**config.mk**
```make
export PLATFORM = sky130hd
export DESIGN_NAME = partition_fit_allocator_top_flat
export DESIGN_NICKNAME = d
export VERILOG_FILES = /design/src/rtl/core/pfa_pkg.sv /design/src/rtl/core/pfa_if.sv /design/src/rtl/core/partition_fit_allocator_top.sv /design/src/rtl/core/pfa_ram.sv /design/src/rtl/core/pfa_engine.sv /design/src/flat_wrapper.sv
export SDC_FILE = /design/constraint.sdc
export NUM_CORES = 1
export LEC_CHECK = 0
export ABC_AREA = 1
export BUFFER_PORTS_ARGS = -buffer_cell sky130_fd_sc_hd__buf_2
export CORE_MARGIN = 2
export CORE_UTILIZATION = 42
export DETAILED_ROUTE_END_ITERATION = 12
export MAX_ROUTING_LAYER = met4
export PLACE_DENSITY = 0.68
export SYNTH_ARGS = -nofsm -noshare
export SYNTH_HDL_FRONTEND = slang
export SYNTH_SLANG_ARGS = --single-unit
```
**constraint.sdc**
```tcl
create_clock -name clk -period 3.4 [get_ports clk]
set_clock_uncertainty 0.15 [all_clocks]
set_input_delay 0.34 -clock clk [delete_from_list [all_inputs] [get_ports clk]]
set_output_delay 0.34 -clock clk [all_outputs]
set_load 0.005 [all_outputs]
```
**src/rtl/core/pfa_pkg.sv**
```systemverilog
// ----------------------------------------------------------------------------
// Partition fit allocator package
// Field widths, status and policy codes, register indexes and shared structs.
// ----------------------------------------------------------------------------
package pfa_pkg;

  localparam int BLOCK_W  = 4;
  localparam int SIZE_W   = 16;
  localparam int STATUS_W = 2;
  localparam int POLICY_W = 2;
  localparam int COUNT_W  = 5;
  localparam int CFG_IDX_W  = 2;
  localparam int CFG_DATA_W = 5;

  localparam logic ACT_LOAD    = 1'b0;
  localparam logic ACT_REQUEST = 1'b1;

  localparam logic [STATUS_W-1:0] ST_LOADED = 2'd0;
  localparam logic [STATUS_W-1:0] ST_ALLOC  = 2'd1;
  localparam logic [STATUS_W-1:0] ST_NOFIT  = 2'd2;
  localparam logic [STATUS_W-1:0] ST_BADIDX = 2'd3;

  localparam logic [POLICY_W-1:0] POL_FIRST = 2'd0;
  localparam logic [POLICY_W-1:0] POL_BEST  = 2'd1;
  localparam logic [POLICY_W-1:0] POL_WORST = 2'd2;

  localparam logic [CFG_IDX_W-1:0] CFG_POLICY = 2'd0;
  localparam logic [CFG_IDX_W-1:0] CFG_COUNT  = 2'd1;

  localparam logic [POLICY_W-1:0] POLICY_RESET = POL_FIRST;
  localparam logic [COUNT_W-1:0]  COUNT_RESET  = 5'd16;

  typedef struct packed {
    logic [POLICY_W-1:0] policy;
    logic [COUNT_W-1:0]  block_count;
  } pfa_cfg_t;

  typedef struct packed {
    logic [STATUS_W-1:0] status;
    logic [BLOCK_W-1:0]  chosen_block;
    logic [SIZE_W-1:0]   remaining;
    logic                batch_done;
  } pfa_result_t;

endpackage

```
**src/rtl/core/pfa_if.sv**
```systemverilog
// ----------------------------------------------------------------------------
// Partition fit allocator channels
// Request, response and configuration write channels with valid and ready.
// ----------------------------------------------------------------------------
interface pfa_req_if;
  logic                       valid;
  logic                       ready;
  logic                       action;
  logic [pfa_pkg::BLOCK_W-1:0] block_index;
  logic [pfa_pkg::SIZE_W-1:0]  size_value;
  logic                       batch_end;

  modport source (output valid, action, block_index, size_value, batch_end,
                  input ready);
  modport sink (input valid, action, block_index, size_value, batch_end,
                output ready);
endinterface

interface pfa_rsp_if;
  logic                        valid;
  logic                        ready;
  logic [pfa_pkg::STATUS_W-1:0] status;
  logic [pfa_pkg::BLOCK_W-1:0]  chosen_block;
  logic [pfa_pkg::SIZE_W-1:0]   remaining;
  logic                        batch_done;

  modport source (output valid, status, chosen_block, remaining, batch_done,
                  input ready);
  modport sink (input valid, status, chosen_block, remaining, batch_done,
                output ready);
endinterface

interface pfa_cfg_if;
  logic                          valid;
  logic                          ready;
  logic [pfa_pkg::CFG_IDX_W-1:0]  index;
  logic [pfa_pkg::CFG_DATA_W-1:0] data;

  modport source (output valid, index, data, input ready);
  modport sink (input valid, index, data, output ready);
endinterface

```
**src/rtl/core/partition_fit_allocator_top.sv**
```systemverilog
// ----------------------------------------------------------------------------
// Partition fit allocator top level
// Configuration registers, scan engine and response output register.
// ----------------------------------------------------------------------------
// A load goes from acceptance to the result state, then the output register.
// A request reads N entries, N the entries in use (min of block_count and
// MAX_BLOCKS): one table read per cycle, then drain, evaluation, write-back.
// One request is in work at a time; the next is taken once the result sits in
// the output register. Reset sets first fit and 16 entries in use; table
// contents are undefined until loaded and no clearing pass runs.
module partition_fit_allocator_top #(
  parameter int MAX_BLOCKS = 16,
  parameter int SIZE_BITS  = 16
) (
  input  logic     clk,
  input  logic     rst,
  pfa_req_if.sink  req,
  pfa_rsp_if.source rsp,
  pfa_cfg_if.sink  cfg
);

  pfa_pkg::pfa_cfg_t    cfg_q;
  pfa_pkg::pfa_result_t res;
  pfa_pkg::pfa_result_t out_data;
  logic                 res_valid;
  logic                 res_ready;
  logic                 out_valid;

  assign cfg.ready = 1'b1;

  always_ff @(posedge clk) begin
    if (rst) begin
      cfg_q.policy      <= pfa_pkg::POLICY_RESET;
      cfg_q.block_count <= pfa_pkg::COUNT_RESET;
    end else if (cfg.valid && cfg.ready) begin
      if (cfg.index == pfa_pkg::CFG_POLICY) begin
        cfg_q.policy <= cfg.data[pfa_pkg::POLICY_W-1:0];
      end else if (cfg.index == pfa_pkg::CFG_COUNT) begin
        cfg_q.block_count <= cfg.data[pfa_pkg::COUNT_W-1:0];
      end
    end
  end

  pfa_engine #(
    .MAX_BLOCKS (MAX_BLOCKS),
    .SIZE_BITS  (SIZE_BITS)
  ) u_engine (
    .clk       (clk),
    .rst       (rst),
    .req       (req),
    .cfg       (cfg_q),
    .res_valid (res_valid),
    .res_ready (res_ready),
    .res       (res)
  );

  assign res_ready = !out_valid || rsp.ready;

  always_ff @(posedge clk) begin
    if (rst) begin
      out_valid <= 1'b0;
    end else if (res_ready) begin
      out_valid <= res_valid;
    end
    if (res_valid && res_ready) begin
      out_data <= res;
    end
  end

  assign rsp.valid        = out_valid;
  assign rsp.status       = out_data.status;
  assign rsp.chosen_block = out_data.chosen_block;
  assign rsp.remaining    = out_data.remaining;
  assign rsp.batch_done   = out_data.batch_done;

endmodule

```
**src/rtl/core/pfa_ram.sv**
```systemverilog
// ----------------------------------------------------------------------------
// Partition fit allocator RAM
// Simple dual-port synchronous RAM, one write port, registered read port.
// ----------------------------------------------------------------------------
module pfa_ram #(
  parameter int WIDTH = 16,
  parameter int DEPTH = 16
) (
  input  logic                     clk,
  input  logic                     we,
  input  logic [$clog2(DEPTH)-1:0] waddr,
  input  logic [WIDTH-1:0]         wdata,
  input  logic                     re,
  input  logic [$clog2(DEPTH)-1:0] raddr,
  output logic [WIDTH-1:0]         rdata
);

  logic [WIDTH-1:0] mem [DEPTH];

  always_ff @(posedge clk) begin
    if (we) begin
      mem[waddr] <= wdata;
    end
    if (re) begin
      rdata <= mem[raddr];
    end
  end

endmodule

```
**src/rtl/core/pfa_engine.sv**
```systemverilog
// ----------------------------------------------------------------------------
// Partition fit allocator engine
// Scans the free size table one entry a cycle, picks a block by policy and
// writes the reduced free size back; a load writes a size straight into the table.
// ----------------------------------------------------------------------------
module pfa_engine #(
  parameter int MAX_BLOCKS = 16,
  parameter int SIZE_BITS  = 16
) (
  input  logic                 clk,
  input  logic                 rst,
  pfa_req_if.sink              req,
  input  pfa_pkg::pfa_cfg_t    cfg,
  output logic                 res_valid,
  input  logic                 res_ready,
  output pfa_pkg::pfa_result_t res
);

  localparam int AW = $clog2(MAX_BLOCKS);
  localparam int IW = $clog2(MAX_BLOCKS + 1);

  localparam logic [2:0] S_IDLE  = 3'd0;
  localparam logic [2:0] S_SCAN  = 3'd1;
  localparam logic [2:0] S_DRAIN = 3'd2;
  localparam logic [2:0] S_EVAL  = 3'd3;
  localparam logic [2:0] S_FIN   = 3'd4;

  logic [2:0]                    state;
  logic [IW-1:0]                 rd_cnt;
  logic [IW-1:0]                 n_use;
  logic [SIZE_BITS-1:0]          req_size;
  logic [pfa_pkg::POLICY_W-1:0]  pol;
  logic                          batch;
  logic                          dv;
  logic [AW-1:0]                 dv_idx;
  logic                          found;
  logic [AW-1:0]                 pick_idx;
  logic [SIZE_BITS-1:0]          pick_val;

  logic                          pend_we;
  logic [AW-1:0]                 pend_waddr;
  logic [SIZE_BITS-1:0]          pend_wdata;
  logic [pfa_pkg::STATUS_W-1:0]  pend_status;
  logic [pfa_pkg::BLOCK_W-1:0]   pend_block;
  logic [pfa_pkg::SIZE_W-1:0]    pend_rem;

  logic                          req_fire;
  logic [IW-1:0]                 n_in;
  logic [SIZE_BITS-1:0]          in_size;
  logic                          idx_ok;
  logic [SIZE_BITS-1:0]          rd_data;
  logic                          fits;
  logic                          take;
  logic [SIZE_BITS-1:0]          left;
  logic                          ram_we;

  assign req_fire  = req.valid && req.ready;
  assign req.ready = (state == S_IDLE);
  assign in_size   = SIZE_BITS'(req.size_value);
  assign idx_ok    = int'(req.block_index) < MAX_BLOCKS;
  assign left      = pick_val - req_size;

  always_comb begin
    if (int'(cfg.block_count) > MAX_BLOCKS) begin
      n_in = IW'(MAX_BLOCKS);
    end else begin
      n_in = IW'(cfg.block_count);
    end
  end

  assign fits = rd_data >= req_size;
  assign take = dv && fits &&
                (!found ||
                 (pol == pfa_pkg::POL_BEST  && rd_data < pick_val) ||
                 (pol == pfa_pkg::POL_WORST && rd_data > pick_val));

  assign ram_we = (state == S_FIN) && res_ready && pend_we;

  pfa_ram #(
    .WIDTH (SIZE_BITS),
    .DEPTH (MAX_BLOCKS)
  ) u_ram (
    .clk   (clk),
    .we    (ram_we),
    .waddr (pend_waddr),
    .wdata (pend_wdata),
    .re    (state == S_SCAN),
    .raddr (rd_cnt[AW-1:0]),
    .rdata (rd_data)
  );

  always_ff @(posedge clk) begin
    if (rst) begin
      state <= S_IDLE;
      dv    <= 1'b0;
      found <= 1'b0;
    end else begin
      dv     <= (state == S_SCAN);
      dv_idx <= rd_cnt[AW-1:0];
      unique case (state)
        S_IDLE: begin
          if (req_fire) begin
            batch    <= req.batch_end;
            req_size <= in_size;
            pol      <= cfg.policy;
            n_use    <= n_in;
            rd_cnt   <= '0;
            found    <= 1'b0;
            if (req.action == pfa_pkg::ACT_LOAD) begin
              pend_we     <= idx_ok;
              pend_waddr  <= AW'(req.block_index);
              pend_wdata  <= in_size;
              pend_status <= idx_ok ? pfa_pkg::ST_LOADED : pfa_pkg::ST_BADIDX;
              pend_block  <= req.block_index;
              pend_rem    <= idx_ok ? pfa_pkg::SIZE_W'(in_size) : '0;
              state       <= S_FIN;
            end else if (n_in == '0) begin
              pend_we     <= 1'b0;
              pend_status <= pfa_pkg::ST_NOFIT;
              pend_block  <= '0;
              pend_rem    <= '0;
              state       <= S_FIN;
            end else begin
              state <= S_SCAN;
            end
          end
        end
        S_SCAN: begin
          rd_cnt <= rd_cnt + IW'(1);
          if (rd_cnt + IW'(1) == n_use) begin
            state <= S_DRAIN;
          end
        end
        S_DRAIN: begin
          state <= S_EVAL;
        end
        S_EVAL: begin
          pend_we     <= found;
          pend_waddr  <= pick_idx;
          pend_wdata  <= left;
          pend_status <= found ? pfa_pkg::ST_ALLOC : pfa_pkg::ST_NOFIT;
          pend_block  <= found ? pfa_pkg::BLOCK_W'(pick_idx) : '0;
          pend_rem    <= found ? pfa_pkg::SIZE_W'(left) : '0;
          state       <= S_FIN;
        end
        S_FIN: begin
          if (res_ready) begin
            state <= S_IDLE;
          end
        end
        default: begin
          state <= S_IDLE;
        end
      endcase
      if (take) begin
        found    <= 1'b1;
        pick_idx <= dv_idx;
        pick_val <= rd_data;
      end
    end
  end

  assign res_valid        = (state == S_FIN);
  assign res.status       = pend_status;
  assign res.chosen_block = pend_block;
  assign res.remaining    = pend_rem;
  assign res.batch_done   = batch;

`ifndef NO_ASSERTIONS
  a_accept_leaves_idle: assert property (@(posedge clk) disable iff (rst)
    req_fire |=> state != S_IDLE)
    else $error("accepted request did not start work");

  a_scan_in_range: assert property (@(posedge clk) disable iff (rst)
    state == S_SCAN |-> rd_cnt < n_use)
    else $error("scan read beyond entries in use");

  a_pick_in_range: assert property (@(posedge clk) disable iff (rst)
    (res_valid && pend_status == pfa_pkg::ST_ALLOC) |-> pick_idx < n_use)
    else $error("allocated block outside entries in use");

  a_data_follows_read: assert property (@(posedge clk) disable iff (rst)
    dv |-> $past(state) == S_SCAN)
    else $error("read data flagged without a read");
`endif

endmodule
```
**src/flat_wrapper.sv**
```systemverilog
// flat-port wrapper written by rule: the top's interface ports become plain ports
module partition_fit_allocator_top_flat 
#(
  parameter int MAX_BLOCKS = 16,
  parameter int SIZE_BITS  = 16
)
  (clk, rst, req_valid, req_action, req_block_index, req_size_value, req_batch_end, req_ready, rsp_valid, rsp_status, rsp_chosen_block, rsp_remaining, rsp_batch_done, rsp_ready, cfg_valid, cfg_index, cfg_data, cfg_ready);
  pfa_req_if req_i ();
  pfa_rsp_if rsp_i ();
  pfa_cfg_if cfg_i ();
  input  logic clk;
  input  logic rst;
  input wire logic [$bits(req_i.valid)-1:0] req_valid;
  input wire logic [$bits(req_i.action)-1:0] req_action;
  input wire logic [$bits(req_i.block_index)-1:0] req_block_index;
  input wire logic [$bits(req_i.size_value)-1:0] req_size_value;
  input wire logic [$bits(req_i.batch_end)-1:0] req_batch_end;
  output wire logic [$bits(req_i.ready)-1:0] req_ready;
  output wire logic [$bits(rsp_i.valid)-1:0] rsp_valid;
  output wire logic [$bits(rsp_i.status)-1:0] rsp_status;
  output wire logic [$bits(rsp_i.chosen_block)-1:0] rsp_chosen_block;
  output wire logic [$bits(rsp_i.remaining)-1:0] rsp_remaining;
  output wire logic [$bits(rsp_i.batch_done)-1:0] rsp_batch_done;
  input wire logic [$bits(rsp_i.ready)-1:0] rsp_ready;
  input wire logic [$bits(cfg_i.valid)-1:0] cfg_valid;
  input wire logic [$bits(cfg_i.index)-1:0] cfg_index;
  input wire logic [$bits(cfg_i.data)-1:0] cfg_data;
  output wire logic [$bits(cfg_i.ready)-1:0] cfg_ready;
  assign req_i.valid = req_valid;
  assign req_i.action = req_action;
  assign req_i.block_index = req_block_index;
  assign req_i.size_value = req_size_value;
  assign req_i.batch_end = req_batch_end;
  assign req_ready = req_i.ready;
  assign rsp_valid = rsp_i.valid;
  assign rsp_status = rsp_i.status;
  assign rsp_chosen_block = rsp_i.chosen_block;
  assign rsp_remaining = rsp_i.remaining;
  assign rsp_batch_done = rsp_i.batch_done;
  assign rsp_i.ready = rsp_ready;
  assign cfg_i.valid = cfg_valid;
  assign cfg_i.index = cfg_index;
  assign cfg_i.data = cfg_data;
  assign cfg_ready = cfg_i.ready;
  partition_fit_allocator_top #(.MAX_BLOCKS(MAX_BLOCKS), .SIZE_BITS(SIZE_BITS)) u_core (.clk(clk), .rst(rst), .req(req_i), .rsp(rsp_i), .cfg(cfg_i));
endmodule
```
# Yosys cells after proc, flatten, opt, wreduce, memory -nomap -nowiden
# Memories as Yosys holds them, arrays and structs flattened. A register that Yosys moved wholly into a read port is not among the register bits.
# Cells that the tools add are included.
dict set report totals {
  regBits 132
  latch_bits 0
  ram_bits 256
  romBits 0
  input_bits 34
  output_inout_bits 26
  word_cells 113
  n_memories 1
}
# memory depth width rd rd_clocked_by_memory_dff write_ports line_no
set memory_table {}
lappend memory_table {u_core.u_engine.u_ram.mem 16 16 1 1 1 pfa_ram.sv:18} ;# logic [WIDTH-1:0] mem [DEPTH];
dict set report op_classes {
  n_addsub 2
  mul 0
  div_mod_pow 0
  n_lt_le_gt_ge 4
  eq_ne 13
  shift 0
  muxes 39
  bitwise_logic 2
  reduce_logical 28
}
# op count
set op_table {}
lappend op_table {{2-to-1 mux 16 bit} 6}
lappend op_table {{case mux 16 bit (2 select lines)} 2}
lappend op_table {{2-to-1 mux 4 bit} 6}
lappend op_table {{>= comparator 16 bit} 1}
lappend op_table {{> comparator 16 bit} 1}
lappend op_table {{less-than comparator 16 bit} 1}
lappend op_table {{case mux 4 bit (2 select lines)} 2}
lappend op_table {{subtractor 16 bit} 1}
lappend op_table {{2-to-1 mux 3 bit} 5}
lappend op_table {{case mux 3 bit (5 select lines)} 1}
lappend op_table {{AND reduction 3 bit} 4}
lappend op_table {{2-to-1 mux 5 bit} 2}
lappend op_table {{case mux 5 bit (2 select lines)} 1}
lappend op_table {{2-to-1 mux 1 bit} 8}
lappend op_table {{2-to-1 mux 2 bit} 4}
lappend op_table {{AND reduction 4 bit} 2}
lappend op_table {{nonzero test 2 bit} 4}
lappend op_table {{logical AND 1 bit} 7}
lappend op_table {{equality test 3 x 2 -> 1 bit (second input constant)} 2}
lappend op_table {{!= test 2 bit (second input constant)} 3}
lappend op_table {{AND reduction 2 bit} 3}
lappend op_table {{adder 5 x 1 -> 5 bit (second input constant)} 1}
lappend op_table {{equality test 5 bit} 1}
lappend op_table {{> comparator 5 bit (second input constant)} 1}
lappend op_table {{other kinds (14)} 19}

# Longest topological paths before layout
# Gate-level depths: netlist of the first run.
dict set report depth {
  word_depth 7
  mapped_depth 15
  ltp_nobuf 15
}

# Cells and area by module
# A second synthesis of the first run with hierarchy kept.
dict set report hier_totals {
  cells_unflattened 1721
  hier_area_um2 18126.1
}
# mod instances cells_each area_per_inst_um2 seq_area_each_um2
set modules_own_cells {}
lappend modules_own_cells {pfa_ram 1 1074 11541.1 8167.8}
lappend modules_own_cells {pfa_engine 1 572 5537.8 2982.9}
lappend modules_own_cells {partition_fit_allocator_top 1 75 1047.3 850.8}

# Least setup slack after synthesis of the first run
# Ideal clock, no wire load.
dict set report synth_path {
  path_kind {input port to flip-flop}
  from {in rst}
  to {reg u_core.u_engine.pend_block[0] (netlist name) (enable)}
  setup_time_ps 403
  t_arrival_ps 1855
  path_slack_ps 993
  cell_stages 6
  n_path_buf 1
  path_cell_list {buf_2 > clkinv_1 > nand2_1 > inv_1 > o21ai_0 > nor2_1}
}
dict set report synth_between {
  elab_chain_cells 2
}
# item line_no
set synth_rtl {}
lappend synth_rtl {{from (decl)} flat_wrapper.sv:12} ;# input logic rst;
lappend synth_rtl {{NOT 1 bit (no line)} -}
lappend synth_rtl {{AND reduction 4 bit (no line)} -}
lappend synth_rtl {{to (signal assigned)} pfa_engine.sv:114} ;# pend_block <= req.block_index;
lappend synth_rtl {{to (signal assigned)} pfa_engine.sv:142} ;# pend_block <= found ? pfa_pkg::BLOCK_W'(pick_idx) : '0;
lappend synth_rtl {{to (decl)} pfa_engine.sv:44} ;# logic [pfa_pkg::BLOCK_W-1:0] pend_block;
# No other way between the ends.
# A chain may end at the register's enable or synchronous reset.

# Final worst setup path of the first run
dict set report layout_path {
  from {reg u_core.u_engine.u_ram.rdata[10] (read register of u_core.u_engine.u_ram.mem)}
  to {reg u_core.u_engine.pick_val[12] (enable)}
}
dict set report layout_between {
  elab_chain_cells 6
  word_cells_on_any_way 10
  cone_classes {order compare: 3; reduce/logical: 7}
}
# item line_no
set layout_rtl {}
lappend layout_rtl {{from (decl)} pfa_ram.sv:15} ;# output logic [WIDTH-1:0] rdata
lappend layout_rtl {{less-than comparator 16 bit} pfa_engine.sv:74} ;# (pol == pfa_pkg::POL_BEST && rd_data < pick_val) ||
lappend layout_rtl {{logical AND 1 bit} pfa_engine.sv:74}
lappend layout_rtl {{logical OR 1 bit} pfa_engine.sv:73} ;# (!found ||
lappend layout_rtl {{logical OR 1 bit} pfa_engine.sv:74}
lappend layout_rtl {{logical AND 1 bit (*)} pfa_engine.sv:72} ;# assign take = dv && fits &&
lappend layout_rtl {{AND reduction 2 bit (no line) (*)} -}
lappend layout_rtl {{to (signal assigned)} pfa_engine.sv:158} ;# pick_val <= rd_data;
lappend layout_rtl {{to (decl)} pfa_engine.sv:38} ;# logic [SIZE_BITS-1:0] pick_val;
# Every way passes the cells marked *; elsewhere a longest branch is shown, timed or not.

==> summary.txt, run 1 <==
Outcome
  • Status: completed

Drt
  • WL per Instance: around 20 um
  • ANT nets after route: 0
  • # DRC: 0
  • Via count: 10800
  • Drt via density: ~5.4
  • Initial DRC count: about 980
  • First-pass iteration count of the detailed router: 8
  • DRT Wirelength: about 40000 um

Place
  • Dpl ws: 714 ps
  • Gpl congestion: around 0.9
  • Input/output buffers: 58
  • Dpl cells: ~1900
  • Area of placed instances: 18100 um2
  • Post-DP HPWL: around 25000 um

Power and ir drop
  • LEAKAGE: 7.36 nW
  • Switching Power: 0.00450 W
  • Switching share of power: 0.307
  • Power Internal: 0.0102 W
  • PwrDens: 742 nW/um2
  • Peak supply drop: 386 uV
  • Comb pwr share: 0.225
  • Reg power frac: 0.463
  • Total power: ~0.015 W
  • Clock Power Share: 0.312

Setup path
  • Crit path required time: 3450 ps
  • Worst Path Buf+Inv: 3
  • Critical Path Slowest Stage Cell: edfxtp_1
  • Most used cell, CP: nand2_1
  • Kind of cell adding the most delay to the critical path: simple AND/OR/NAND/NOR gates
  • Setup crit end kind: register
  • Worst Path Class, Setup: register to register
  • Arr. time, crit path: between 2000 and 3000 ps
  • CP cell instances: ha_1 -> nand2_1 -> nor3_1 -> nand3_1 -> nand3_1 -> nand2_1 -> inv_1 -> nand2_1 -> inv_1 -> buf_4
  • Worst setup SP type: register
  • Worst path max stage delay: between 500 and 600 ps
  • Crit path max fanout: 20

Cells and area
  • # fillers: around 3400
  • FF/Latch Area: approximately 12000 um2
  • ANT cells: 0
  • Area grow syn2layout: 15.6%
  • Finished Cell Area: ~20000 um2
  • Layout cells sized above 1: 0.120
  • Nets: ~1500
  • Post-Layout Cell Count: between 1500 and 2000
  • Multi-input gate area: 4450 um2

STA
  • Max Fclk: ~360 MHz
  • RSZ-0062 raised after global routing: false
  • Slew margin rel.: 0.249
  • Slew Viols, Final: 0
  • Setup violators final: 0
  • Final Hold Fails: 0
  • Least-Margin Pin Slew: approximately 1100 ps
  • Final min period: ~2800 ps
  • Final setup margin: approximately 650 ps
  • Final worst path period share: 0.810
  • Fin Setup TNS: 0 ps

GRT
  • Largest net degree at the start of global routing: 84
  • First-pass GRT wire length: around 61000 um
  • Initial antenna violation count: 0
  • All-Layer GR Usage: 0.193
  • Vias in the first global route: roughly 11000
  • Total global routing overflow: 0

Die
  • Die H: slightly above 200 um
  • Die ar.: 42400 um2
  • # rows: between 70 and 80
  • Initial core utilization: 0.428
  • Core area: 40000 um2
  • Die span in x: 206 um
  • I/O pin count: 60

Synth
  • Area leader, netlist: edfxtp_1
  • Share of the synthesized area in the top cell type: 0.686
  • Top post-synthesis cells by count: 391 x edfxtp_1, 173 x nand2_1, 154 x nor2_1
  • Top post-synthesis cells by area: edfxtp_1 69%, nand2_1 3.8%, ha_1 3.5%
  • Synth cell types: 39
  • Count leader, synth: edfxtp_1
  • Register area share after synthesis: 0.702
  • Netlist Area Pre-Place: 17100 um2
  • Yosys warns: 0
  • Seq cells post-synth: 404
  • FFs w/ async S/R, synth: 0
  • Post-synth EDFFs: 391
  • Top FF cell, synth: edfxtp_1
  • Synthesized Nets: 1401
  • Syn Inst Count: 1318
  • Syn_area_per_cell: between 10 and 15 um2

Clock tree
  • Clock latency on the worst-skew pair: around 550 ps
  • CTS tree: yes
  • Post-cts gate resize count: 0
  • Clock Tree Buf Depth: 3
  • CTS Buf Count: 42
  • Worst-path clk slew: approximately 60 ps
  • Clock Tree Root: clkbuf_16
  • Max H-tree Level: 2
  • Sink Count: roughly 400

Hold path
  • Worst hold path class: input pin to register

Flow run
  • MaxCap Viol Count: 0
==> routing by layer <==
layer	wire, um	part of all wire	vias to the layer above	GRT usage
li1	-	-	5054	-
met4	1280	0.033	0	0.0648
met5	0	0	-	-
met1	16500	0.42	5273	0.253
met2	18700	0.48	403	0.312
met3	2480	0.064	94	0.0269
==> flip-flops by register name, summed over array words and instances, names as in the netlist, 2 cells and up <==
signal                       cells
u_core.u_engine.pol              2
u_core.u_engine.req_size        16
u_core.u_engine.pend_waddr       4
u_core.u_engine.u_ram.mem      256
u_core.u_engine.u_ram.rdata     16
u_core.u_engine.state            3
u_core.u_engine.pick_val        16
u_core.u_engine.pend_wdata      16
u_core.u_engine.dv_idx           4
u_core.u_engine.pend_status      2
u_core.cfg_q                     7
u_core.rsp.chosen_block          4
u_core.u_engine.pend_block       4
u_core.u_engine.pend_rem        16
u_core.rsp.status                2
u_core.u_engine.rd_cnt           5
u_core.u_engine.n_use            5
u_core.rsp.remaining            16
u_core.u_engine.pick_idx         4
==> cell families (layout without fill, tap and decap cells) <==
kind of cell | Yosys count | count (layout) | synth area share
flip-flops | 404 | 404 | 0.702
XOR/XNOR | 7 | 7 | 0.00358
adder cells (fa/ha/maj) | 49 | 49 | 0.0363
multiplexers | 56 | 56 | 0.0328
other | 1 | 1 | 0.000219
AO/OA/AOI/OAI | 218 | 218 | 0.0807
AND/OR/NAND/NOR | 428 | 428 | 0.105
buffers and inverters | 155 | 302 | 0.0399
==> layout make-up <==
type,instances,share of cell area
flip-flops and latches,404,0.607
multi-input cells,759,0.225
clock buffers,48,0.0543
repair buffers,126,0.0467
well taps,525,0.0332
inverters,99,0.0188
clock inverters,29,0.0152
==> per-stage QoR <==
stage / hold slack, ps / util
6_report: 14.8 / 0.494
5_1_grt: 39.3 / 0.494
4_1_cts: 3.97 / 0.494
3_5_place_dp: 255 / 0.453
3_3_place_gp: 252 / 0.453
2_1_floorplan: 250 / -
==> what timing repair did <==
| action | CTS | global route |
|---|---|---|
| hold buffers | 29 | 0 |
| buffers inserted | 0 | 0 |
| hold endpoints to repair | 42 | 0 |
==> worst reg2reg max path, cell delays in order, from the launching register on <==
cell      delay (ps)
edfxtp_1         550
ha_1             350
nand2_1           60
nor3_1           470
nand3_1          130
nand3_1          170
nand2_1           60
inv_1             50
nand2_1           70
inv_1             60
buf_4            290
==> power groups by stage <==
stage | registers (W) | logic [W] | clock network (W)
floorplan | 0.00669 | 0.00231 | 0
global placement | 0.00687 | 0.00317 | 0
detailed placement | 0.00689 | 0.00324 | 0
CTS | 0.00679 | 0.00330 | 0.00466
global route | 0.00684 | 0.00369 | 0.00485
finish | 0.00679 | 0.00330 | 0.00458
==> path summary, 6_finish.rpt <==
kind / start / endpoint / slack [ps] / cells past startpoint
worst min register to register: u_core.u_engine.dv_idx[0] / u_core.u_engine.pick_idx[0] / 270 / 0
worst min-delay path: rsp_ready / u_core.rsp.valid / 10 / 4
worst max register to register: u_core.u_engine.u_ram.rdata[10] / u_core.u_engine.pick_val[12] / 650 / 10
worst max-delay path: u_core.u_engine.u_ram.rdata[10] / u_core.u_engine.pick_val[12] / 650 / 10
==> cells in the final DEF, fill, tap and decap left out, types with 2 or more instances in the layout <==
| cell type | synthesis | routed |
|---|---|---|
| bufinv_16 | 0 | 6 |
| clkbuf_1 | 21 | 6 |
| o21ai_0 | 104 | 104 |
| nand2_2 | 2 | 2 |
| nand3b_1 | 9 | 9 |
| clkinv_1 | 2 | 15 |
| mux2i_1 | 56 | 56 |
| or2_1 | 2 | 2 |
| buf_4 | 6 | 35 |
| ha_1 | 48 | 48 |
| inv_6 | 0 | 2 |
| o21bai_1 | 2 | 2 |
| nor2_1 | 154 | 142 |
| xnor2_1 | 3 | 3 |
| xor2_1 | 4 | 4 |
| edfxtp_1 | 391 | 391 |
| nor2_2 | 1 | 13 |
| nand3_1 | 73 | 73 |
| o32ai_1 | 8 | 8 |
| clkbuf_16 | 0 | 42 |
| o211ai_1 | 8 | 8 |
| nand4_1 | 6 | 6 |
| dlygate4sd3_1 | 0 | 29 |
| o21a_1 | 2 | 2 |
| clkinv_2 | 0 | 6 |
| buf_2 | 21 | 58 |
| dfxtp_1 | 13 | 13 |
| a21o_1 | 6 | 6 |
| nand2_1 | 173 | 173 |
| o221ai_1 | 56 | 56 |
| nor3b_2 | 2 | 2 |
| inv_2 | 2 | 2 |
| inv_1 | 95 | 95 |
| a21oi_1 | 29 | 29 |
| nor3_1 | 4 | 4 |
| buf_12 | 0 | 4 |
(Power assumes the default switching activity.)
==> run 2, diff against run 1 <==
Settings changed: ABC_AREA 1 to 0, PLACE_DENSITY 0.68 to 0.7.
Clock period 3.4 ns to 2.2 ns, I/O delays scaled along.
==> run 2 against run 1 <==
Effect of this change: the run now ends with negative setup slack left; total power grew 13%; clock power grew 46%; sequential power grew 27%; synthesized cell count shrank 31%; critical path depth shrank 2; setup slack lost 1200 ps; non-clock buffer count grew 121; first-iteration DRC count shrank 30%; die area shrank 3.0%.
==> summary.txt, run 2 <==
Outcome
  • Status: finished, violations left
  • Violated checks: negative setup slack

Drt
  • First-pass iteration count of the detailed router: 7
  • ANT nets after route: 0
  • Via count: around 9300
  • WL per Instance: ~22 um
  • DRT Wirelength: 38600 um
  • Routed met2 length: 19500 um
  • Initial DRC count: 687
  • Met3 Routed Length: ~2300 um
  • M1 WL: 15600 um
  • Drt via density: 5.40
  • DR top layer: met4
  • # DRC: 0

Clock tree
  • Clock Tree Buf Depth: 3
  • Clock Tree Root: clkbuf_16
  • CTS Buf Count: 41
  • Sink Count: slightly above 400
  • Clock latency on the worst-skew pair: roughly 560 ps
  • CTS tree: yes
  • Worst-path clk slew: about 60 ps
  • Max H-tree Level: 2

Cells and area
  • Layout cells sized above 1: 0.376
  • Top reg by flops: u_core.u_engine.u_ram.mem
  • Nets: about 1300
  • Area grow syn2layout: 28.4%
  • Commonest non-fill, non-tap cell in the layout: edfxtp_1
  • Number of flip-flops in the largest register: about 260
  • Most frequent cells in the layout: 391 x edfxtp_1, 98 x buf_4, 78 x mux4_2

Synth
  • FFs w/ async S/R, synth: 0
  • Register area share after synthesis: 0.724
  • Seq cells post-synth: 404
  • Post-synth EDFFs: around 390
  • Top FF cell, synth: edfxtp_1
  • Share of the synthesized area in the top cell type: 0.708
  • Synth cell types: approximately 60
  • Syn Inst Count: 913
  • Top post-synthesis cells by count: 391 x edfxtp_1, 66 x mux4_2, 63 x nand2_1
  • Synthesized Nets: between 900 and 1000
  • Area leader, netlist: edfxtp_1
  • Yosys warns: 0
  • Count leader, synth: edfxtp_1
  • Netlist Area Pre-Place: approximately 17000 um2
  • Syn_area_per_cell: 18.2 um2
  • Top post-synthesis cells by area: edfxtp_1 71%, mux4_2 9.0%, ha_1 3.6%

Die
  • Die span in x: between 200 and 250 um
  • Die H: between 200 and 250 um
  • Die ar.: a little over 40000 um2
  • Core area: 38800 um2
  • I/O pin count: 60
  • # rows: 72
  • Initial core utilization: 0.427

Setup path
  • Worst Path Class, Setup: register to register
  • Worst Path Buf+Inv: 1
  • Worst path max stage delay: roughly 440 ps
  • Critical Path Slowest Stage Cell: edfxtp_1
  • Worst setup SP type: register
  • Arr. time, crit path: around 2900 ps
  • Crit path required time: about 2300 ps
  • Crit path max fanout: 10
  • Setup crit end kind: register
  • CP Launch Point: u_core.u_engine.u_ram.rdata[14]
  • R2r startpoint: u_core.u_engine.u_ram.rdata[14]
  • Kind of cell adding the most delay to the critical path: simple AND/OR/NAND/NOR gates
  • CP cell instances: ha_4 -> a21oi_2 -> nand2_1 -> a221o_1 -> or3_4 -> and3_4 -> nor3_4 -> buf_6

Flow run
  • MaxCap Viol Count: 0

GRT
  • Initial antenna violation count: 1
  • Largest net degree at the start of global routing: 35
  • Vias in the first global route: roughly 9600
  • First-pass GRT wire length: 57500 um
  • Total global routing overflow: 0
  • All-Layer GR Usage: 0.194

STA
  • Slew margin rel.: 0.514
  • Final Hold Fails: 0
  • Final worst path period share: 1.26
  • Setup violators final: 60
  • Final setup margin: -566 ps
  • Max Fclk: 362 MHz
  • Slew Viols, Final: 0
  • RSZ-0062 raised after global routing: true
  • Least-Margin Pin Slew: between 700 and 800 ps
  • Final min period: between 2000 and 3000 ps

Power and ir drop
  • PwrDens: between 700 and 800 nW/um2
  • Peak supply drop: around 570 uV
  • Total power: between 0.015 and 0.02 W
  • LEAKAGE: ~7.5 nW

Place
  • Dpl ws: -485 ps
  • Gpl congestion: roughly 0.85
  • Post-DP HPWL: 22900 um
  • Input/output buffers: 58

Hold path
  • Hold path start: cfg_valid
  • Worst hold path class: input pin to register
[run 2: cell types whose count changed after synthesis, moves of 6 or more]
cell      delta
nor2_1     -112
nand3b_1     -8
mux4_1      +14
o21ai_0     -63
nor2b_1      +6
mux4_2      +66
o221ai_1    -56
nand2_1    -110
xnor2_1     +10
buf_2       -17
nand3_1     -63
inv_1       -55
mux2i_1     -48
o32ai_1      -8
[run 2: worst min-delay path, stage by stage]
cell      delay (ps)
buf_2            100
nand3b_1         270
mux2i_1          120
nand2_1           60
[run 2: cell families after synthesis]
family          after synthesis  synth area share
fa+ha+maj                    49            0.0374
compound gates              112            0.0425
simple gates                162            0.0456
mux                          89             0.117
other cells                   1          0.000226
xor+xnor                     22            0.0121
flops                       404             0.724
buf+inv                      74            0.0209
[run 2: power by group]
part	leakage [nW]	internal, W	total, W	switching, W
sequential	3.66	0.00854	0.00864	0.000100
combinational	3.22	0.000679	0.00129	0.000606
clock	0.623	0.00372	0.00667	0.00295
total	7.50	0.0129	0.0166	0.00366
[run 2: worst paths after layout]
path / to / slack, ps / cells after the start
worst max register to register: u_core.u_engine.pick_val[9] / -570 / 8
worst min register to register: u_core.rsp.status[0] / 270 / 0
worst min-delay path: u_core.cfg_q[4] / 90 / 4
worst max-delay path: u_core.u_engine.pick_val[9] / -570 / 8
[run 2: what timing repair did]
item	in CTS	in global routing
pin swaps	25	19
setup endpoints to repair	59	63
resized for setup	93	45
buffers inserted	23	10
hold endpoints to repair	71	0
gates cloned	10	1
hold buffers	36	0
[run 2: through the flow]
| stage | utilization | TNS, ps | instances | hold slack [ps] | cell area (um2) |
|---|---|---|---|---|---|
| floorplan | - | -16550 | 913 | 133 | 16800 |
| global placement | 0.483 | -14020 | 1575 | 251 | 18800 |
| detailed placement | 0.483 | -16790 | 1575 | 255 | 18800 |
| CTS | 0.546 | -16170 | 1715 | 64.1 | 21200 |
| global route | 0.548 | -22540 | 1718 | 118 | 21300 |
| finish | 0.548 | -17520 | 1718 | 93.3 | 21300 |
[run 2: per-layer routing]
metal,track usage,up-vias
li1,-,4148
met1,0.243,4695
met2,0.327,346
met3,0.0311,90
met4,0.0610,0
met5,-,-
[run 2: final cells by class]
class / count / area (um2)
clock inverter: 25 / 236
inverter: 40 / 150
multi-input combinational: 435 / 4780
sequential: 404 / 12000
tap: 518 / 648
timing repair buffer: 247 / 2410
clock buffer: 48 / 1050
fill: 2921 / 17500
antenna: 1 / 2.50
